===== config.mk =====
export PLATFORM = sky130hd
export DESIGN_NAME = spi_nor_flash_command_sequencer_core_flat
export DESIGN_NICKNAME = d
export VERILOG_FILES = /design/src/sv/snfcs_pkg.sv /design/src/sv/snfcs_if.sv /design/src/sv/spi_nor_flash_command_sequencer_core.sv /design/src/sv/snfcs_front.sv /design/src/sv/snfcs_back.sv /design/src/flat_wrapper.sv
export SDC_FILE = /design/constraint.sdc
export NUM_CORES = 1
export LEC_CHECK = 0
export ABC_AREA = 1
export BUFFER_PORTS_ARGS = -buffer_cell sky130_fd_sc_hd__buf_2
export CAP_MARGIN = 0
export CORE_ASPECT_RATIO = 1.75
export CORE_MARGIN = 2
export CORE_UTILIZATION = 48
export DETAILED_ROUTE_END_ITERATION = 12
export PLACE_DENSITY = 0.68
export SLEW_MARGIN = 20
export SYNTH_ARGS = -nofsm -noshare
export SYNTH_HDL_FRONTEND = slang
export SYNTH_SLANG_ARGS = --single-unit

===== constraint.sdc =====
create_clock -name clock -period 11.9 [get_ports clock]
set_input_delay 1.19 -clock clock [delete_from_list [all_inputs] [get_ports clock]]
set_output_delay 1.19 -clock clock [all_outputs]
set_load 0.02 [all_outputs]

===== src/sv/snfcs_pkg.sv =====
// ----------------------------------------------------------------------------
// SPI NOR flash command sequencer package
// Shared types, codes and constants for the sequencer front and back parts.
// ----------------------------------------------------------------------------
`default_nettype none
package snfcs_pkg;

   localparam int unsigned PAGE_SIZE_DEFAULT = 256;
   localparam int unsigned QUEUE_DEPTH       = 2;

   typedef enum logic [1:0] {
      MODE_CMD   = 2'd0,
      MODE_DATA  = 2'd1,
      MODE_REPLY = 2'd2,
      MODE_NONE  = 2'd3
   } mode_type;

   typedef enum logic [2:0] {
      OP_READ   = 3'd0,
      OP_WRITE  = 3'd1,
      OP_SECTOR = 3'd2,
      OP_CHIP   = 3'd3,
      OP_JEDEC  = 3'd4,
      OP_DEVID  = 3'd5,
      OP_PDOWN  = 3'd6,
      OP_WAKE   = 3'd7
   } op_type;

   typedef enum logic [2:0] {
      ACT_SEND    = 3'd0,
      ACT_RELEASE = 3'd1,
      ACT_READ    = 3'd2,
      ACT_ID      = 3'd3,
      ACT_DONE    = 3'd4,
      ACT_NEED    = 3'd5
   } action_type;

   typedef enum logic [3:0] {
      PH_IDLE,
      PH_WE_REPLY,
      PH_STAT_CMD,
      PH_STAT_POLL,
      PH_CMD_REPLY,
      PH_ADDR_REPLY,
      PH_DATA_NEED,
      PH_DATA_REPLY,
      PH_RD_REPLY,
      PH_ID_REPLY,
      PH_SIMPLE_REPLY
   } phase_type;

   localparam logic [7:0] CMD_WREN   = 8'h06;
   localparam logic [7:0] CMD_RDSR   = 8'h05;
   localparam logic [7:0] CMD_READ   = 8'h03;
   localparam logic [7:0] CMD_PP     = 8'h02;
   localparam logic [7:0] CMD_SE     = 8'h20;
   localparam logic [7:0] CMD_CE     = 8'hC7;
   localparam logic [7:0] CMD_JEDEC  = 8'h9F;
   localparam logic [7:0] CMD_RES    = 8'hAB;
   localparam logic [7:0] CMD_PD     = 8'hB9;
   localparam logic [7:0] CMD_DUMMY  = 8'hFF;

   // Classified input beat, as held in the queue.
   typedef struct packed {
      mode_type    mode;
      op_type      op;
      logic [23:0] address;
      logic [15:0] length;
      logic [7:0]  bval;
   } entry_type;

   // One result beat.
   typedef struct packed {
      action_type  action;
      logic [7:0]  tx_byte;
      logic [23:0] value;
      logic        last;
   } result_type;

endpackage
`default_nettype wire


===== src/sv/snfcs_if.sv =====
// ----------------------------------------------------------------------------
// Sequencer channel interfaces
// Valid/ready channels for request beats and result beats.
// ----------------------------------------------------------------------------
`default_nettype none
interface snfcs_req_if;
   logic        valid;
   logic        ready;
   logic [1:0]  mode;
   logic [2:0]  op;
   logic [23:0] address;
   logic [15:0] length;
   logic [7:0]  data_byte;
   logic [7:0]  rx_byte;
   modport source (output valid, mode, op, address, length, data_byte, rx_byte,
                   input ready);
   modport sink   (input valid, mode, op, address, length, data_byte, rx_byte,
                   output ready);
endinterface

interface snfcs_rsp_if;
   logic        valid;
   logic        ready;
   logic [2:0]  action;
   logic [7:0]  tx_byte;
   logic [23:0] value;
   logic        last;
   modport source (output valid, action, tx_byte, value, last, input ready);
   modport sink   (input valid, action, tx_byte, value, last, output ready);
endinterface
`default_nettype wire


===== src/sv/spi_nor_flash_command_sequencer_core.sv =====
// ----------------------------------------------------------------------------
// SPI NOR flash command sequencer core
// Byte-level command framing, status polling and page splitting for a
// 24-bit address serial NOR flash.
// ----------------------------------------------------------------------------
// Channel  Dir  Beat content
// req      in   mode, op, address, length, data_byte, rx_byte
// rsp      out  action, tx_byte, value, last
//
// A request beat is taken every cycle while the two-entry queue has room.
// The back end emits one result per cycle while the skid pair has room;
// an entry makes one to three results, and one with none is just popped.
// Reset is synchronous and returns the sequencer to idle.
// Either side may stall; the queue and the output skid pair absorb it.
// ----------------------------------------------------------------------------
`default_nettype none
module spi_nor_flash_command_sequencer_core #(
   parameter int unsigned PAGE_SIZE = snfcs_pkg::PAGE_SIZE_DEFAULT
) (
   input wire logic  clock,
   input wire logic  reset,
   snfcs_req_if.sink   req,
   snfcs_rsp_if.source rsp
);
   snfcs_pkg::entry_type  in_entry, q_entry;
   snfcs_pkg::result_type out_result;
   logic q_valid, q_pop;

   // Data and reply share one byte slot in the queue.
   always_comb begin
      in_entry.mode    = snfcs_pkg::mode_type'(req.mode);
      in_entry.op      = snfcs_pkg::op_type'(req.op);
      in_entry.address = req.address;
      in_entry.length  = req.length;
      in_entry.bval    = (req.mode == snfcs_pkg::MODE_DATA) ? req.data_byte : req.rx_byte;
   end

   snfcs_front u_front (
      .clock, .reset,
      .in_valid(req.valid), .in_ready(req.ready), .in_entry,
      .q_valid, .q_pop, .q_entry
   );

   snfcs_back #(.PAGE_SIZE(PAGE_SIZE)) u_back (
      .clock, .reset,
      .q_valid, .q_pop, .q_entry,
      .out_valid(rsp.valid), .out_ready(rsp.ready), .out_result
   );

   assign rsp.action  = out_result.action;
   assign rsp.tx_byte = out_result.tx_byte;
   assign rsp.value   = out_result.value;
   assign rsp.last    = out_result.last;
endmodule
`default_nettype wire


===== src/sv/snfcs_front.sv =====
// ----------------------------------------------------------------------------
// Sequencer front end
// Accepts request beats, drops mode 3 and queues the rest.
// ----------------------------------------------------------------------------
`default_nettype none
module snfcs_front (
   input  wire logic                 clock,
   input  wire logic                 reset,
   input  wire logic                 in_valid,
   output logic                      in_ready,
   input  wire snfcs_pkg::entry_type in_entry,
   output logic                      q_valid,
   input  wire logic                 q_pop,
   output snfcs_pkg::entry_type      q_entry
);
   localparam int unsigned AW = $clog2(snfcs_pkg::QUEUE_DEPTH);

   snfcs_pkg::entry_type mem_ff [snfcs_pkg::QUEUE_DEPTH];
   logic [AW-1:0] wr_ff, wr_in, rd_ff, rd_in;
   logic [AW:0]   cnt_ff, cnt_in;
   logic          push;

   // Mode 3 beats are taken and dropped here.
   assign in_ready = (cnt_ff != AW'(0) + (AW+1)'(snfcs_pkg::QUEUE_DEPTH)) || q_pop;
   assign push     = in_valid && in_ready && (in_entry.mode != snfcs_pkg::MODE_NONE);
   assign q_valid  = cnt_ff != '0;
   assign q_entry  = mem_ff[rd_ff];

   // Pointer and count update.
   always_comb begin
      wr_in  = wr_ff;
      rd_in  = rd_ff;
      cnt_in = cnt_ff;
      if (push) begin
         wr_in = (wr_ff == AW'(snfcs_pkg::QUEUE_DEPTH - 1)) ? '0 : wr_ff + 1'b1;
      end
      if (q_pop) begin
         rd_in = (rd_ff == AW'(snfcs_pkg::QUEUE_DEPTH - 1)) ? '0 : rd_ff + 1'b1;
      end
      if (push && !q_pop) begin
         cnt_in = cnt_ff + 1'b1;
      end else if (!push && q_pop) begin
         cnt_in = cnt_ff - 1'b1;
      end
   end

   always_ff @(posedge clock) begin
      if (reset) begin
         wr_ff  <= '0;
         rd_ff  <= '0;
         cnt_ff <= '0;
      end else begin
         wr_ff  <= wr_in;
         rd_ff  <= rd_in;
         cnt_ff <= cnt_in;
      end
   end

   // Queue storage.
   always_ff @(posedge clock) begin
      if (push) begin
         mem_ff[wr_ff] <= in_entry;
      end
   end
endmodule
`default_nettype wire


===== src/sv/snfcs_back.sv =====
// ----------------------------------------------------------------------------
// Sequencer back end
// Executes queued beats, producing up to three result beats per entry,
// one per cycle while the two-entry output skid buffer has room.
// ----------------------------------------------------------------------------
`default_nettype none
module snfcs_back #(
   parameter int unsigned PAGE_SIZE = snfcs_pkg::PAGE_SIZE_DEFAULT
) (
   input  wire logic                 clock,
   input  wire logic                 reset,
   input  wire logic                 q_valid,
   output logic                      q_pop,
   input  wire snfcs_pkg::entry_type q_entry,
   output logic                      out_valid,
   input  wire logic                 out_ready,
   output snfcs_pkg::result_type     out_result
);
   localparam int unsigned PB = $clog2(PAGE_SIZE);
   localparam int unsigned CW = PB + 1;

   snfcs_pkg::phase_type phase_ff, phase_in;
   snfcs_pkg::op_type    op_ff, op_in;
   logic [23:0] addr_ff, addr_in;
   logic [15:0] left_ff, left_in;
   logic [CW-1:0] chunk_ff, chunk_in;
   logic [2:0]  fc_ff, fc_in;
   logic [23:0] id_ff, id_in;
   logic        aw_ff, aw_in;

   // Result list built for the entry at the queue head.
   snfcs_pkg::result_type res [4];
   logic [2:0] nres;
   logic [1:0] idx_ff, idx_in;

   // Output skid pair.
   snfcs_pkg::result_type ob_ff [2];
   logic [1:0] ocnt_ff, ocnt_in;
   logic       emit_one;
   snfcs_pkg::result_type cur;

   logic [PB:0]   room;
   logic [CW-1:0] chunk_calc;
   logic [7:0]    sh_byte;
   logic [2:0]    total;
   logic [23:0]   id_new;

   // Chunk size: remaining room in the page, capped by bytes left.
   always_comb begin
      room = (PB+1)'(PAGE_SIZE) - {1'b0, addr_in_base()[PB-1:0]};
      chunk_calc = ({{(16 > CW ? 0 : CW-16){1'b0}}, left_base()} < 16'(room))
                 ? CW'(left_base()) : CW'(room);
   end

   function automatic logic [23:0] addr_in_base();
      return (q_entry.mode == snfcs_pkg::MODE_CMD && phase_ff == snfcs_pkg::PH_IDLE)
             ? q_entry.address : addr_ff;
   endfunction
   function automatic logic [15:0] left_base();
      return (q_entry.mode == snfcs_pkg::MODE_CMD && phase_ff == snfcs_pkg::PH_IDLE)
             ? q_entry.length : left_ff;
   endfunction

   // Address byte selected by frame count.
   always_comb begin
      case (fc_ff)
         3'd0:    sh_byte = addr_ff[23:16];
         3'd1:    sh_byte = addr_ff[15:8];
         default: sh_byte = addr_ff[7:0];
      endcase
   end

   function automatic snfcs_pkg::result_type mk(snfcs_pkg::action_type a,
                                                 logic [7:0] t, logic [23:0] v);
      snfcs_pkg::result_type r;
      r.action = a; r.tx_byte = t; r.value = v; r.last = 1'b0;
      return r;
   endfunction

   // Sequencer step for the head entry.
   always_comb begin
      phase_in = phase_ff; op_in = op_ff; addr_in = addr_ff; left_in = left_ff;
      chunk_in = chunk_ff; fc_in = fc_ff; id_in = id_ff; aw_in = aw_ff;
      for (int i = 0; i < 4; i++) res[i] = mk(snfcs_pkg::ACT_SEND, 8'h00, 24'h0);
      nres = 3'd0;
      total = (op_ff == snfcs_pkg::OP_JEDEC) ? 3'd3 : 3'd4;
      id_new = (fc_ff != 3'd0) ? {id_ff[15:0], q_entry.bval} : id_ff;
      case (q_entry.mode)
         snfcs_pkg::MODE_CMD: begin
            if (phase_ff == snfcs_pkg::PH_IDLE) begin
               op_in   = snfcs_pkg::op_type'(q_entry.op);
               addr_in = q_entry.address;
               left_in = q_entry.length;
               case (snfcs_pkg::op_type'(q_entry.op))
                  snfcs_pkg::OP_WRITE: begin
                     if (q_entry.length == 16'd0) begin
                        res[0] = mk(snfcs_pkg::ACT_DONE, 8'h00, 24'h0); nres = 3'd1;
                     end else begin
                        chunk_in = chunk_calc;
                        res[0] = mk(snfcs_pkg::ACT_SEND, snfcs_pkg::CMD_WREN, 24'h0);
                        nres = 3'd1; phase_in = snfcs_pkg::PH_WE_REPLY;
                     end
                  end
                  snfcs_pkg::OP_SECTOR, snfcs_pkg::OP_CHIP: begin
                     res[0] = mk(snfcs_pkg::ACT_SEND, snfcs_pkg::CMD_WREN, 24'h0);
                     nres = 3'd1; phase_in = snfcs_pkg::PH_WE_REPLY;
                  end
                  snfcs_pkg::OP_PDOWN: begin
                     res[0] = mk(snfcs_pkg::ACT_SEND, snfcs_pkg::CMD_PD, 24'h0);
                     nres = 3'd1; phase_in = snfcs_pkg::PH_SIMPLE_REPLY;
                  end
                  snfcs_pkg::OP_WAKE: begin
                     res[0] = mk(snfcs_pkg::ACT_SEND, snfcs_pkg::CMD_RES, 24'h0);
                     nres = 3'd1; phase_in = snfcs_pkg::PH_SIMPLE_REPLY;
                  end
                  default: begin
                     aw_in = 1'b0;
                     res[0] = mk(snfcs_pkg::ACT_SEND, snfcs_pkg::CMD_RDSR, 24'h0);
                     nres = 3'd1; phase_in = snfcs_pkg::PH_STAT_CMD;
                  end
               endcase
            end
         end
         snfcs_pkg::MODE_DATA: begin
            if (phase_ff == snfcs_pkg::PH_DATA_NEED) begin
               res[0] = mk(snfcs_pkg::ACT_SEND, q_entry.bval, 24'h0); nres = 3'd1;
               if (chunk_ff != '0) chunk_in = chunk_ff - 1'b1;
               if (left_ff != '0) left_in = left_ff - 1'b1;
               addr_in = addr_ff + 24'd1;
               phase_in = snfcs_pkg::PH_DATA_REPLY;
            end
         end
         snfcs_pkg::MODE_REPLY: begin
            case (phase_ff)
               snfcs_pkg::PH_WE_REPLY: begin
                  res[0] = mk(snfcs_pkg::ACT_RELEASE, 8'h00, 24'h0);
                  res[1] = mk(snfcs_pkg::ACT_SEND, snfcs_pkg::CMD_RDSR, 24'h0);
                  nres = 3'd2; aw_in = 1'b0; phase_in = snfcs_pkg::PH_STAT_CMD;
               end
               snfcs_pkg::PH_STAT_CMD: begin
                  res[0] = mk(snfcs_pkg::ACT_SEND, snfcs_pkg::CMD_DUMMY, 24'h0);
                  nres = 3'd1; phase_in = snfcs_pkg::PH_STAT_POLL;
               end
               snfcs_pkg::PH_STAT_POLL: begin
                  if (q_entry.bval[0]) begin
                     res[0] = mk(snfcs_pkg::ACT_SEND, snfcs_pkg::CMD_DUMMY, 24'h0);
                     nres = 3'd1;
                  end else begin
                     res[0] = mk(snfcs_pkg::ACT_RELEASE, 8'h00, 24'h0);
                     nres = 3'd2;
                     if (!aw_ff) begin
                        fc_in = 3'd0;
                        case (op_ff)
                           snfcs_pkg::OP_READ: begin
                              res[1] = mk(snfcs_pkg::ACT_SEND, snfcs_pkg::CMD_READ, 24'h0);
                              phase_in = snfcs_pkg::PH_CMD_REPLY;
                           end
                           snfcs_pkg::OP_WRITE: begin
                              res[1] = mk(snfcs_pkg::ACT_SEND, snfcs_pkg::CMD_PP, 24'h0);
                              phase_in = snfcs_pkg::PH_CMD_REPLY;
                           end
                           snfcs_pkg::OP_SECTOR: begin
                              res[1] = mk(snfcs_pkg::ACT_SEND, snfcs_pkg::CMD_SE, 24'h0);
                              phase_in = snfcs_pkg::PH_CMD_REPLY;
                           end
                           snfcs_pkg::OP_CHIP: begin
                              res[1] = mk(snfcs_pkg::ACT_SEND, snfcs_pkg::CMD_CE, 24'h0);
                              phase_in = snfcs_pkg::PH_SIMPLE_REPLY;
                           end
                           snfcs_pkg::OP_JEDEC: begin
                              id_in = '0;
                              res[1] = mk(snfcs_pkg::ACT_SEND, snfcs_pkg::CMD_JEDEC, 24'h0);
                              phase_in = snfcs_pkg::PH_ID_REPLY;
                           end
                           default: begin
                              id_in = '0;
                              res[1] = mk(snfcs_pkg::ACT_SEND, snfcs_pkg::CMD_RES, 24'h0);
                              phase_in = snfcs_pkg::PH_ID_REPLY;
                           end
                        endcase
                     end else if (op_ff == snfcs_pkg::OP_WRITE && left_ff != '0) begin
                        chunk_in = chunk_calc;
                        res[1] = mk(snfcs_pkg::ACT_SEND, snfcs_pkg::CMD_WREN, 24'h0);
                        phase_in = snfcs_pkg::PH_WE_REPLY;
                     end else begin
                        res[1] = mk(snfcs_pkg::ACT_DONE, 8'h00, 24'h0);
                        phase_in = snfcs_pkg::PH_IDLE;
                     end
                  end
               end
               snfcs_pkg::PH_CMD_REPLY: begin
                  res[0] = mk(snfcs_pkg::ACT_SEND, addr_ff[23:16], 24'h0);
                  nres = 3'd1; fc_in = 3'd1; phase_in = snfcs_pkg::PH_ADDR_REPLY;
               end
               snfcs_pkg::PH_ADDR_REPLY: begin
                  if (fc_ff < 3'd3) begin
                     res[0] = mk(snfcs_pkg::ACT_SEND, sh_byte, 24'h0);
                     nres = 3'd1; fc_in = fc_ff + 3'd1;
                  end else if (op_ff == snfcs_pkg::OP_READ) begin
                     if (left_ff != '0) begin
                        res[0] = mk(snfcs_pkg::ACT_SEND, snfcs_pkg::CMD_DUMMY, 24'h0);
                        nres = 3'd1; phase_in = snfcs_pkg::PH_RD_REPLY;
                     end else begin
                        res[0] = mk(snfcs_pkg::ACT_RELEASE, 8'h00, 24'h0);
                        res[1] = mk(snfcs_pkg::ACT_DONE, 8'h00, 24'h0);
                        nres = 3'd2; phase_in = snfcs_pkg::PH_IDLE;
                     end
                  end else if (op_ff == snfcs_pkg::OP_WRITE) begin
                     res[0] = mk(snfcs_pkg::ACT_NEED, 8'h00, 24'h0);
                     nres = 3'd1; phase_in = snfcs_pkg::PH_DATA_NEED;
                  end else begin
                     res[0] = mk(snfcs_pkg::ACT_RELEASE, 8'h00, 24'h0);
                     res[1] = mk(snfcs_pkg::ACT_SEND, snfcs_pkg::CMD_RDSR, 24'h0);
                     nres = 3'd2; aw_in = 1'b1; phase_in = snfcs_pkg::PH_STAT_CMD;
                  end
               end
               snfcs_pkg::PH_DATA_REPLY: begin
                  if (chunk_ff != '0) begin
                     res[0] = mk(snfcs_pkg::ACT_NEED, 8'h00, 24'h0);
                     nres = 3'd1; phase_in = snfcs_pkg::PH_DATA_NEED;
                  end else begin
                     res[0] = mk(snfcs_pkg::ACT_RELEASE, 8'h00, 24'h0);
                     res[1] = mk(snfcs_pkg::ACT_SEND, snfcs_pkg::CMD_RDSR, 24'h0);
                     nres = 3'd2; aw_in = 1'b1; phase_in = snfcs_pkg::PH_STAT_CMD;
                  end
               end
               snfcs_pkg::PH_RD_REPLY: begin
                  res[0] = mk(snfcs_pkg::ACT_READ, 8'h00, {16'h0, q_entry.bval});
                  addr_in = addr_ff + 24'd1;
                  left_in = (left_ff != '0) ? left_ff - 1'b1 : left_ff;
                  if (left_in != '0) begin
                     res[1] = mk(snfcs_pkg::ACT_SEND, snfcs_pkg::CMD_DUMMY, 24'h0);
                     nres = 3'd2;
                  end else begin
                     res[1] = mk(snfcs_pkg::ACT_RELEASE, 8'h00, 24'h0);
                     res[2] = mk(snfcs_pkg::ACT_DONE, 8'h00, 24'h0);
                     nres = 3'd3; phase_in = snfcs_pkg::PH_IDLE;
                  end
               end
               snfcs_pkg::PH_ID_REPLY: begin
                  id_in = id_new;
                  fc_in = fc_ff + 3'd1;
                  if (fc_in <= total) begin
                     res[0] = mk(snfcs_pkg::ACT_SEND, snfcs_pkg::CMD_DUMMY, 24'h0);
                     nres = 3'd1;
                  end else begin
                     res[0] = mk(snfcs_pkg::ACT_RELEASE, 8'h00, 24'h0);
                     res[1] = mk(snfcs_pkg::ACT_ID, 8'h00,
                                 (op_ff == snfcs_pkg::OP_JEDEC) ? id_new
                                                                : {16'h0, id_new[7:0]});
                     res[2] = mk(snfcs_pkg::ACT_DONE, 8'h00, 24'h0);
                     nres = 3'd3; phase_in = snfcs_pkg::PH_IDLE;
                  end
               end
               snfcs_pkg::PH_SIMPLE_REPLY: begin
                  res[0] = mk(snfcs_pkg::ACT_RELEASE, 8'h00, 24'h0);
                  nres = 3'd2;
                  if (op_ff == snfcs_pkg::OP_CHIP) begin
                     res[1] = mk(snfcs_pkg::ACT_SEND, snfcs_pkg::CMD_RDSR, 24'h0);
                     aw_in = 1'b1; phase_in = snfcs_pkg::PH_STAT_CMD;
                  end else begin
                     res[1] = mk(snfcs_pkg::ACT_DONE, 8'h00, 24'h0);
                     phase_in = snfcs_pkg::PH_IDLE;
                  end
               end
               default: ;
            endcase
         end
         default: ;
      endcase
   end

   // Emit one result per cycle while the skid pair has room.
   always_comb begin
      cur = res[idx_ff];
      cur.last = ({1'b0, idx_ff} + 3'd1 == nres);
      emit_one = q_valid && (nres != 3'd0) && (ocnt_ff != 2'd2 || out_ready);
      q_pop = q_valid && ((nres == 3'd0) || (emit_one && cur.last));
      idx_in = idx_ff;
      if (emit_one) idx_in = cur.last ? 2'd0 : idx_ff + 2'd1;
      ocnt_in = ocnt_ff + {1'b0, emit_one} - {1'b0, out_valid && out_ready};
   end

   assign out_valid  = ocnt_ff != 2'd0;
   assign out_result = ob_ff[0];

   always_ff @(posedge clock) begin
      if (reset) begin
         phase_ff <= snfcs_pkg::PH_IDLE;
         op_ff    <= snfcs_pkg::OP_READ;
         addr_ff  <= '0;
         left_ff  <= '0;
         chunk_ff <= '0;
         fc_ff    <= '0;
         id_ff    <= '0;
         aw_ff    <= 1'b0;
         idx_ff   <= '0;
         ocnt_ff  <= '0;
      end else begin
         if (q_pop) begin
            phase_ff <= phase_in;
            op_ff    <= op_in;
            addr_ff  <= addr_in;
            left_ff  <= left_in;
            chunk_ff <= chunk_in;
            fc_ff    <= fc_in;
            id_ff    <= id_in;
            aw_ff    <= aw_in;
         end
         idx_ff  <= idx_in;
         ocnt_ff <= ocnt_in;
      end
   end

   // Skid pair data movement.
   always_ff @(posedge clock) begin
      if (out_valid && out_ready) begin
         ob_ff[0] <= (ocnt_ff == 2'd2) ? ob_ff[1] : cur;
         if (ocnt_ff == 2'd2) ob_ff[1] <= cur;
      end else if (emit_one) begin
         if (ocnt_ff == 2'd0) ob_ff[0] <= cur;
         else ob_ff[1] <= cur;
      end
   end
endmodule
`default_nettype wire


===== src/flat_wrapper.sv =====
// flat-port wrapper written by rule: the top's interface ports become plain ports
module spi_nor_flash_command_sequencer_core_flat 
#(
   parameter int unsigned PAGE_SIZE = snfcs_pkg::PAGE_SIZE_DEFAULT
)
  (clock, reset, req_valid, req_mode, req_op, req_address, req_length, req_data_byte, req_rx_byte, req_ready, rsp_valid, rsp_action, rsp_tx_byte, rsp_value, rsp_last, rsp_ready);
  snfcs_req_if req_i ();
  snfcs_rsp_if rsp_i ();
  input wire logic clock;
  input wire logic reset;
  input wire logic [$bits(req_i.valid)-1:0] req_valid;
  input wire logic [$bits(req_i.mode)-1:0] req_mode;
  input wire logic [$bits(req_i.op)-1:0] req_op;
  input wire logic [$bits(req_i.address)-1:0] req_address;
  input wire logic [$bits(req_i.length)-1:0] req_length;
  input wire logic [$bits(req_i.data_byte)-1:0] req_data_byte;
  input wire logic [$bits(req_i.rx_byte)-1:0] req_rx_byte;
  output wire logic [$bits(req_i.ready)-1:0] req_ready;
  output wire logic [$bits(rsp_i.valid)-1:0] rsp_valid;
  output wire logic [$bits(rsp_i.action)-1:0] rsp_action;
  output wire logic [$bits(rsp_i.tx_byte)-1:0] rsp_tx_byte;
  output wire logic [$bits(rsp_i.value)-1:0] rsp_value;
  output wire logic [$bits(rsp_i.last)-1:0] rsp_last;
  input wire logic [$bits(rsp_i.ready)-1:0] rsp_ready;
  assign req_i.valid = req_valid;
  assign req_i.mode = req_mode;
  assign req_i.op = req_op;
  assign req_i.address = req_address;
  assign req_i.length = req_length;
  assign req_i.data_byte = req_data_byte;
  assign req_i.rx_byte = req_rx_byte;
  assign req_ready = req_i.ready;
  assign rsp_valid = rsp_i.valid;
  assign rsp_action = rsp_i.action;
  assign rsp_tx_byte = rsp_i.tx_byte;
  assign rsp_value = rsp_i.value;
  assign rsp_last = rsp_i.last;
  assign rsp_i.ready = rsp_ready;
  spi_nor_flash_command_sequencer_core #(.PAGE_SIZE(PAGE_SIZE)) u_core (.clock(clock), .reset(reset), .req(req_i), .rsp(rsp_i));
endmodule

# ---- Yosys cells after proc, flatten, opt, wreduce, memory -nomap -nowiden
# Memories as Yosys holds them, arrays and structs flattened. A register that Yosys moved wholly into a read port is not among the register bits.
# Index checks and enable logic that the tools add are counted.
dict set report classes {
  n_lt_le_gt_ge 4
  n_reduce_logical 49
  n_addsub 13
  n_bitwise 3
  muxes 130
  eq_ne 54
}
# operator n
set ops {}
lappend ops {{$mux W36} 17}
lappend ops {{$pmux W36 S8} 1}
lappend ops {{$pmux W36 S7} 1}
lappend ops {{$mux W24} 8}
lappend ops {{$pmux W33 S5} 1}
lappend ops {{$mux W72} 2}
lappend ops {{$pmux W36 S4} 1}
lappend ops {{$mux W34} 4}
lappend ops {{$pmux W36 S3} 1}
lappend ops {{$mux W9} 10}
lappend ops {{$mux W16} 5}
lappend ops {{$bmux W36 S2} 1}
lappend ops {{$pmux W24 S3} 1}
lappend ops {{$pmux W36 S2} 1}
lappend ops {{$mux W71} 1}
lappend ops {{$mux W28} 2}
lappend ops {{$pmux W16 S3} 1}
lappend ops {{$pmux W24 S2} 1}
lappend ops {{$mux W4} 10}
lappend ops {{$pmux W4 S9} 1}
lappend ops {{$mux W33} 1}
lappend ops {{$reduce_bool A16 Y1} 2}
lappend ops {{$mux W1} 30}
lappend ops {{$ne A2 B2 Y1 const B} 14}
lappend ops {{63 further kinds} 136}
dict set report totals {
  ff_bits 92
  ram_bits 178
  mem_count 2
  out_inout_bits 38
  word_cells 268
  in_bits 65
}
# name depth word_bits read_ports rd_ports_with_merged_regs write_ports line
set mem_list {}
lappend mem_list {u_core.u_front.mem_ff 2 53 1 1 1 snfcs_front.sv:18} ;# snfcs_pkg::entry_type mem_ff [snfcs_pkg::QUEUE_DEPTH];
lappend mem_list {u_core.u_back.ob_ff 2 36 2 0 2 snfcs_back.sv:37} ;# snfcs_pkg::result_type ob_ff [2];

# ---- Depth between registers and ports, before layout
# Gate-level depths: netlist of run 1.
dict set report depth {
  depth_word 19
  mapped_depth 32
  ltp_nobuf 28
}

# ---- By module
# From an unflattened synthesis of run 1, not the netlist that was laid out.
dict set report unflattened {
  cells_unflattened 1836
  hier_area_um2 15338.5
}
# mod cells_per_inst area_each_um2 n_inst
set by_module_without_submodules {}
lappend by_module_without_submodules {snfcs_back 1607 10887.9 1}
lappend by_module_without_submodules {snfcs_front 202 4324.1 1}
lappend by_module_without_submodules {spi_nor_flash_command_sequencer_core 27 126.4 1}

# ---- Worst setup path after synthesis of run 1
# Ideal clock, no wire load.
dict set report synth_path {
  path_kind {flip-flop to flip-flop}
  startpoint {reg (tool-made name)}
  endpoint {mem u_core.u_back.ob_ff[0][36] (netlist name) (enable)}
  arrival_ps 5614
  path_stages_with_launch 19
  path_buffers 4
  setup_time_ps 484
  setup_slack_ps 5802
  t_required_ps 11416
  cell_sequence {dfxtp_1 -> inv_1 -> clkbuf_1 -> clkbuf_1 -> clkbuf_1 -> or2_2 -> o21ai_0 -> ha_1 -> clkbuf_1 -> inv_2 -> nor2_1 -> inv_1 -> nand2_1 -> inv_1 -> nand2_2 -> nand2_1 -> a21boi_0 -> nand2_1 -> o31ai_1}
}
# element line
set synth_lines {}
lappend synth_lines {{end, declared} snfcs_back.sv:37}

==> results of run 1 <==
## layer usage
| layer | vias to the layer above | share of wire [%] |
|---|---|---|
| li1 | 6370 | - |
| met1 | 5969 | 36 |
| met2 | 394 | 55 |
| met3 | 135 | 4.2 |
| met4 | 0 | 5.7 |
| met5 | - | 0 |
## stage by stage
step | setup slack (ns) | power, W | hold WS, ns
2_1_floorplan | 5.80 | 0.00312 | 0.444
3_3_place_gp | 6.77 | 0.00368 | 0.454
3_5_place_dp | 6.71 | 0.00370 | 0.466
4_1_cts | 6.52 | 0.00454 | 0.478
5_1_grt | 6.15 | 0.00488 | 0.510
6_report | 6.59 | 0.00453 | 0.474
## cell families (layout without fill, tap and decap cells)
| logic type | count (synthesis) | after routing | share of synthesized area, % |
|---|---|---|---|
| mux | 23 | 23 | 1.58 |
| simple gates | 956 | 956 | 26.5 |
| fa+ha+maj | 27 | 27 | 2.22 |
| buf+inv | 304 | 354 | 9.09 |
| flops | 271 | 271 | 47.4 |
| xor+xnor | 24 | 24 | 1.38 |
| compound gates | 316 | 316 | 11.9 |
## state kept, by name (all words and copies together), names as in the netlist, named ones only
name                    count
u_core.u_back.phase_ff      4
u_core.u_back.fc_ff         3
u_core.u_front.rd_ff        1
u_core.u_back.ob_ff        72
u_core.u_front.wr_ff        1
u_core.u_back.chunk_ff      9
u_core.u_back.left_ff      16
u_core.u_back.op_ff         3
u_core.u_back.id_ff        24
u_core.u_front.cnt_ff       2
u_core.u_front.mem_ff     106
u_core.u_back.addr_ff      24
u_core.u_back.ocnt_ff       2
u_core.u_back.idx_ff        2
u_core.u_back.aw_ff         1
## synth_stat cells, drive strengths merged, types with 2 or more instances
cell / instances / share of area (%)
mux2: 8 / 0.59
inv: 187 / 4.6
or2: 8 / 0.33
a21oi: 126 / 4.4
o31ai: 2 / 0.099
o22ai: 2 / 0.082
nor2: 288 / 7.8
a211oi: 3 / 0.15
nand3: 53 / 2.0
nor4: 7 / 0.29
o211ai: 14 / 0.69
nor3: 19 / 0.66
nand4: 42 / 1.8
dlygate4sd1: 2 / 0.12
xor2: 23 / 1.3
o21a: 13 / 0.64
nand2: 535 / 13
a221oi: 9 / 0.52
a31oi: 10 / 0.41
mux2i: 15 / 0.99
o21ai: 123 / 4.1
o221ai: 7 / 0.40
buf: 58 / 3.0
a21boi: 2 / 0.099
edfxtp: 178 / 35
ha: 27 / 2.2
clkbuf: 52 / 1.3
clkinv: 5 / 0.12
dfxtp: 93 / 12
## worst max path at each step
| stage | slack, ns | start | depth (start not counted) | end |
|---|---|---|---|---|
| detailed placement | 6.71 | flop | 26 | u_core.u_back.chunk_ff[0]$_SDFFE_PP0P_ |
| floorplan | 5.80 | flop | 18 | u_core.u_back.ob_ff[0][36]$_DFFE_PP_ |
| CTS | 6.52 | flop | 18 | req_ready |
| finish | 6.59 | flop | 18 | req_ready |
| global placement | 6.77 | flop | 26 | u_core.u_back.chunk_ff[0]$_SDFFE_PP0P_ |
| global route | 6.15 | flop | 26 | u_core.u_back.chunk_ff[0]$_SDFFE_PP0P_ |
## worst max-delay path, delay by kind of cell (launching register included)
| family | cells | cell delay, ns |
|---|---|---|
| AO/OA/AOI/OAI | 1 | 0.13 |
| adder cells (fa/ha/maj) | 1 | 0.45 |
| buffers and inverters | 7 | 1.14 |
| flip-flops | 1 | 0.34 |
| AND/OR/NAND/NOR | 9 | 1.48 |
## where the power goes
part	switching (W)	internal, W
sequential	0.000116	0.00121
combinational	0.00166	0.000708
clock	0.000376	0.000451
## cell usage in the layout (no fill, tap or decap), types with 9 or more instances in the layout
cell type / n
clkbuf_16: 27
inv_1: 174
mux2i_1: 15
a31oi_1: 10
ha_1: 27
nand4_1: 41
xor2_1: 23
o21a_1: 13
nand2_1: 527
inv_2: 13
buf_4: 14
o21ai_0: 117
nor2_2: 31
edfxtp_1: 178
nand3_1: 49
o211ai_1: 14
nor2_1: 253
a221oi_1: 9
nor3_1: 18
a21oi_2: 10
a21oi_1: 116
dfxtp_1: 92
buf_2: 102
## cell type report
| type | instances | area [sq um] | area share, % |
|---|---|---|---|
| tap | 396 | 495 | 3.00 |
| inverter | 192 | 722 | 4.37 |
| clock inverter | 16 | 135 | 0.817 |
| sequential | 271 | 7210 | 43.6 |
| clock buffer | 30 | 707 | 4.28 |
| timing repair buffer | 116 | 616 | 3.72 |
| multi-input combinational | 1346 | 6650 | 40.2 |
==> results.ini, run 1 <==
[worst_setup_path]
crit_type=reg2out
critPathMaxFanout=33
cpMostUsedCell=inv_1
start_kind=flop
worstSetupEndpointType=primary output
crit_arrival_ns=4.12
cp_slowest_cell=nor2_1
reg2regPathDepth=26
crit_chain=inv_1 -> buf_4 -> or2_2 -> o21ai_0 -> inv_1 -> ha_1 -> inv_2 -> nor2_1 -> inv_1 -> nand2_1 -> inv_1 -> nand2_2 -> nand2_1 -> nand2_1 -> nand2_2 -> nand3_4 -> nand4_1 -> buf_2
rr_endpoint=u_core.u_back.chunk_ff[0]$_SDFFE_PP0P_
reg2reg_slack_ns=6.70
crit_path_max_incr_delay_ns=0.56
critPathRequiredTime_ns=10.71

[clock_network]
cts_inserted_buffers=25
cts_root_buf=clkbuf_16
cts_sinks=271
clk_pin_slew_ns=0.07
cts_resized=0
cts_setup_buffers=0
cts_tree=yes
hold_buffers=0
clock_latency_ns=0.57
clk_path_buf_depth=3
cts_max_level=1

[routing]
dr.pass1.iters=5
initialDrtViolationCount=782
route.detailed.drc=0
ant_nets=0
drt-total-wl_um=41300
wl_per_cell_um=17.5
vias=12900
vias_per_cell=5.44

[final_layout]
drive_above_1_share_pct=13.0
area.growth.synth_to_final_pct=8.74
utilization_pct=52.8
diodes=0
nFillCells=2951
nets=2044
instances_no_fill=2367
final_area_sq_um=16500

[placed_design]
dpl.cell_count=2321
placed_area_sq_um=15700
dpl.hpwl_um=30000
port_buffers=102
routabilityCongestion=0.919

[hold_path]
min_path_type=reg2reg
hold_depth=2
hold_path_end=u_core.u_front.rd_ff$_SDFFE_PP0N_
min_from=u_core.u_front.rd_ff$_SDFFE_PP0N_

[global_route]
antenna_found_initial=0
grt_usage_pct=24.7
grt-ovfl-total=0
use_met1_pct=25.4
grt_pass1_wl_um=65100
use_met3_pct=2.28
grt_max_degree=80
met2_usage_pct=48.1
busiest_layer=met2
grt_pass1_vias=12500

[pwr]
max-vdd-ir-drop_uv=157
powerDensity_nw_per_um2=274
p_leak_nw=7.03

[sta]
drv_slew=0
finalCriticalPeriod_ns=5.31
timing.fmax_mhz=188
finalHoldViolCount=0
fin_crit_sh_pct=44.6
setup_violations=0
max_slew_margin_pct=30.0
rsz0062_at_grt=no
fin_setup_tns_ns=0
worst_slew_pin_slew_ns=1.05
clock_skew_ns=0.0201

[synthesis]
synth_cell_types=56
postSynthCellCount=1921
ys_ff_latch=271
synth-edff-count=178
synth_seq_area_share_pct=47.4
synth_area_sq_um=15200
synth.avg_cell_area_sq_um=7.92
ys_warn_count=0
synthArstFlopShare_pct=0
syn_nets=2013
synth_ff_type=edfxtp_1

[die]
die_height_um=239
dieArea_sq_um=33200
rows=86
die_w_um=139
start_util_pct=48.6
pin_count=103
core_area_sq_um=31300

[outcome]
status=finished clean

[run]
maxCapViolCount=0

No activity file was read; power rests on OpenSTA's default activity.
==> run 2: changes to the inputs <==
==> constraint.sdc (replaced) <==
create_clock -name clock -period 4.9 [get_ports clock]
set_input_delay 0.49 -clock clock [delete_from_list [all_inputs] [get_ports clock]]
set_output_delay 0.49 -clock clock [all_outputs]
set_load 0.02 [all_outputs]
==> results.ini, run 2 (synthesized netlist as in run 1, its figures left out) <==
[placed_design]
routabilityCongestion=1.02
dpl.hpwl_um=29500
port_buffers=102
dpl.cell_count=2326
placed_area_sq_um=15800

[pwr]
max-vdd-ir-drop_uv=360
clkPwrFrac_pct=17.3
p_leak_nw=7.03
p_sw_share_pct=47.3
powerDensity_nw_per_um2=660
p_comb_share_pct=53.2
internal-power_w=0.00576
p_sw_w=0.00517
p_total_w=0.0109
p_seq_share_pct=29.5

[routing]
drt-total-wl_um=40600
vias_per_cell=5.44
wl_per_cell_um=17.1
initialDrtViolationCount=725
dr.pass1.iters=7
route.detailed.drc=0
vias=12900
ant_nets=0

[clock_network]
cts_setup_buffers=0
cts_tree=yes
cts_resized=0
clock_latency_ns=0.55
cts_sinks=271
cts_max_level=1
clk_pin_slew_ns=0.07
hold_buffers=0
cts_root_buf=clkbuf_16
cts_inserted_buffers=25
clk_path_buf_depth=3

[worst_setup_path]
critPathMaxFanout=19
reg2regPathDepth=26
crit_path_max_incr_delay_ns=0.37
reg2reg_slack_ns=0.36
crit_type=reg2reg
rr_endpoint=u_core.u_back.chunk_ff[0]$_SDFFE_PP0P_
crit_start=u_core.u_front.mem_ff[1][51]$_DFFE_PP_
worstSetupEndpointType=flop
cp_slowest_cell=edfxtp_1
critPathRequiredTime_ns=5.32
worstReg2RegStart=u_core.u_front.mem_ff[1][51]$_DFFE_PP_
start_kind=flop
critPathTopFamily=simple AND/OR/NAND/NOR gates
crit_arrival_ns=4.96
crit_buf_inv=4

[final_layout]
largest_reg_flops=106
instances_no_fill=2371
drive_above_1_share_pct=12.8
final_cell_mix=527 x nand2_1, 253 x nor2_1, 178 x edfxtp_1, 173 x inv_1, 117 x o21ai_0
diodes=0
nets=2050
final_area_sq_um=16600
area.growth.synth_to_final_pct=9.00
layout_commonest_cell=nand2_1
reg.largest.list=u_core.u_front.mem_ff (106), u_core.u_back.ob_ff (72)
registers.top_by_ff_count=u_core.u_front.mem_ff

[outcome]
status=finished clean

[sta]
finalHoldViolCount=0
fin_setup_tns_ns=0
finalCriticalPeriod_ns=4.54
timing.fmax_mhz=220
worst_slew_pin_slew_ns=1.11
holdWs_ns=0.129
drv_slew=0
max_slew_margin_pct=25.5
setup_violations=0
fin_crit_sh_pct=92.6
clock_skew_ns=0.0155

[die]
pin_count=103
core_area_sq_um=31300
die_w_um=139
die_height_um=239
rows=86
start_util_pct=48.6
dieArea_sq_um=33200

[global_route]
grt_pass1_vias=12500
grt_pass1_wl_um=64300
grt_usage_pct=24.1
grt-ovfl-total=0
grt_max_degree=60
antenna_found_initial=0

[hold_path]
hold_path_end=u_core.u_front.mem_ff[0][45]$_DFFE_PP_
hold_depth=1
min_from=req_address[21]
min_path_type=in2reg

[run]
maxCapViolCount=0

run 2: cell count changes in the layout (fill, tap and decap cells not counted), sizes merged:
| cell | before | now |
|---|---|---|
| buf | 116 | 121 |
| clkbuf | 30 | 33 |
| clkinv | 14 | 13 |
| clkinvlp | 4 | 3 |
| inv | 189 | 186 |
| nor2 | 288 | 289 |
run 2: layout make-up:
type                       count  area, sq um
clock buffer                  33          697
clock inverter                11         82.6
fill                        2959        14700
inverter                     192          724
multi-input combinational   1347         6670
sequential                   271         7210
tap                          396          495
timing repair buffer         121          703
run 2: how the worst max path moves through the flow:
stage,to,slack [ns],depth (start not counted)
after CTS,u_core.u_back.chunk_ff[0]$_SDFFE_PP0P_,0.17,24
final,u_core.u_back.chunk_ff[0]$_SDFFE_PP0P_,0.36,26
after global placement,u_core.u_back.chunk_ff[0]$_SDFFE_PP0P_,0.30,25
after detailed placement,u_core.u_back.chunk_ff[0]$_SDFFE_PP0P_,0.20,24
after floorplan,u_core.u_front.mem_ff[1][0]$_DFFE_PP_,0.30,20
after global routing,u_core.u_back.chunk_ff[0]$_SDFFE_PP0P_,-0.01,28
run 2: through the flow:
stage,utilization [%],worst slack (ns)
3_5_place_dp,50.4,0.202
5_1_grt,52.9,-0.0144
4_1_cts,52.9,0.173
3_3_place_gp,50.4,0.303
2_1_floorplan,-,0.302
6_report,52.9,0.362
run 2: layer usage:
layer  up-vias  track usage, %  part of all wire (%)  wire length [um]
li1       6380               -                     -                 -
met1      6008            24.8                    36             14500
met2       382            46.8                    54             21900
met3       128            2.86                   4.5              1820
met4         0            13.7                   5.7              2310
met5         -               0                     0                 0
run 2: power by group through the flow:
stage | clock network [W] | logic, W | registers, W
finish | 0.00189 | 0.00582 | 0.00323
global route | 0.00202 | 0.00648 | 0.00326
CTS | 0.00194 | 0.00576 | 0.00322
detailed placement | 0 | 0.00572 | 0.00326
global placement | 0 | 0.00562 | 0.00325
floorplan | 0 | 0.00439 | 0.00318
==> run 3: changes to the inputs <==
==> constraint.sdc (replaced) <==
create_clock -name clock -period 4.9 [get_ports clock]
set_input_delay 0.98 -clock clock [delete_from_list [all_inputs] [get_ports clock]]
set_output_delay 0.98 -clock clock [all_outputs]
set_load 0.02 [all_outputs]
==> results.ini, run 3 (synthesized netlist as in run 1, its figures left out) <==
[placed_design]
routabilityCongestion=1.01
port_buffers=102
dpl.hpwl_um=29700
placed_area_sq_um=15800

[pwr]
clkPwrFrac_pct=19.0
p_sw_w=0.00515
max-vdd-ir-drop_uv=451
p_leak_nw=7.11
p_seq_share_pct=28.9
powerDensity_nw_per_um2=666
internal-power_w=0.00600
p_comb_share_pct=52.1
p_total_w=0.0111
p_sw_share_pct=46.2

[sta]
fin_setup_tns_ns=0
fin_crit_sh_pct=94.8
worst_slew_pin_slew_ns=0.974
clock_skew_ns=0.0278
drv_slew=0
finalHoldViolCount=0
timing.fmax_mhz=215
finalCriticalPeriod_ns=4.64
max_slew_margin_pct=34.6
setup_violations=0
rsz0062_at_grt=no

[clock_network]
cts_max_level=1
clk_path_buf_depth=3
clock_latency_ns=0.56
cts_sinks=271
clk_pin_slew_ns=0.06
cts_inserted_buffers=25
cts_tree=yes
hold_buffers=0
cts_root_buf=clkbuf_16

[final_layout]
layout_commonest_cell=nand2_1
reg.largest.list=u_core.u_front.mem_ff (106), u_core.u_back.ob_ff (72)
nFillCells=2954
register_area_sq_um=7210
multi_input_area_sq_um=6680
final_cell_mix=527 x nand2_1, 251 x nor2_1, 178 x edfxtp_1, 173 x inv_1, 117 x o21ai_0
drive_above_1_share_pct=13.6
area.growth.synth_to_final_pct=10.1
final_area_sq_um=16700
registers.top_by_ff_count=u_core.u_front.mem_ff
diodes=0
largest_reg_flops=106
nets=2057

[die]
die_height_um=239
start_util_pct=48.6
dieArea_sq_um=33200
rows=86
core_area_sq_um=31300
pin_count=103
die_w_um=139

[worst_setup_path]
critPathTopFamily=simple AND/OR/NAND/NOR gates
crit_chain=inv_1 -> ha_1 -> nand2_2 -> nor2_2 -> nand2_1 -> nand2_1 -> nand2_1 -> nand2_1 -> nor2_1 -> nand3_1 -> nor2_1 -> nand3_1 -> nand2_1 -> nand2_1 -> nand2_2 -> nand2_1 -> nand2_1 -> nand2_2 -> nand3_4 -> nand4_1 -> buf_2
worstSetupEndpointType=primary output
crit_arrival_ns=3.66
critPathMaxFanout=7
crit_path_max_incr_delay_ns=0.40
critPathRequiredTime_ns=3.92
crit_buf_inv=2
start_kind=flop
crit_type=reg2out
cpMostUsedCell=nand2_1
cp_slowest_cell=dfxtp_1

[run]
maxCapViolCount=0

[routing]
vias=12800
route.detailed.drc=0
wl_per_cell_um=16.8
ant_nets=0
dr.pass1.iters=5
drt-total-wl_um=40000
vias_per_cell=5.37
initialDrtViolationCount=742

[global_route]
grt_pass1_wl_um=63200
grt-ovfl-total=0
grt_usage_pct=23.7
antenna_found_initial=0
grt_max_degree=57
grt_pass1_vias=12300

[hold_path]
min_path_type=reg2reg

[outcome]
status=finished clean

run 3: cell count changes in the layout (fill, tap and decap cells not counted), sizes merged:
cell	change
clkinv	-5
bufinv	+4
clkbuf	+2
buf	+7
inv	+1
run 3: through the flow:
step	instances	hold WS, ns	worst slack [ns]	util (%)
after global placement	2331	0.456	0.275	50.5
after floorplan	1921	0.444	0.302	-
after global routing	2380	0.508	0.00928	53.5
after CTS	2377	0.484	0.0165	53.3
after detailed placement	2331	0.473	0.155	50.5
final	2380	0.488	0.256	53.5
run 3: cell type report:
type	instances	share of cell area [%]
inverter	192	4.33
tap	396	2.96
multi-input combinational	1347	39.9
sequential	271	43.0
clock inverter	11	1.17
timing repair buffer	128	4.44
clock buffer	35	4.14
run 3: path summary, 6_finish.rpt:
check / start / end / slack [ns] / cells past startpoint
worst min register to register: u_core.u_back.ocnt_ff[1]$_SDFF_PP0_ / u_core.u_back.ocnt_ff[1]$_SDFF_PP0_ / 0.49 / 1
worst max register to register: flop / u_core.u_back.chunk_ff[3]$_SDFFE_PP0P_ / 0.47 / 28
worst max-delay path: u_core.u_back.left_ff[0]$_SDFFE_PP0P_ / req_ready / 0.26 / 21
worst min-delay path: u_core.u_back.ocnt_ff[1]$_SDFF_PP0_ / u_core.u_back.ocnt_ff[1]$_SDFF_PP0_ / 0.49 / 1
run 3: timing repair:
action / CTS / global route
endpoints found under the setup margin: 0 / 11
resized for setup: 0 / 7
buffers inserted: 0 / 2
run 3: metal layers:
metal	wire length, um	track usage [%]	vias to the layer above
li1	-	-	6403
met1	14600	24.7	5920
met2	22100	47.4	337
met3	1470	2.02	109
met4	1860	10.8	0
met5	0	0	-
run 3: power by group through the flow:
stage | Clock [W] | Sequential [W] | Combinational (W)
detailed placement | 0 | 0.00326 | 0.00570
floorplan | 0 | 0.00318 | 0.00439
global route | 0.00224 | 0.00326 | 0.00651
finish | 0.00212 | 0.00322 | 0.00580
CTS | 0.00215 | 0.00322 | 0.00573
global placement | 0 | 0.00325 | 0.00564
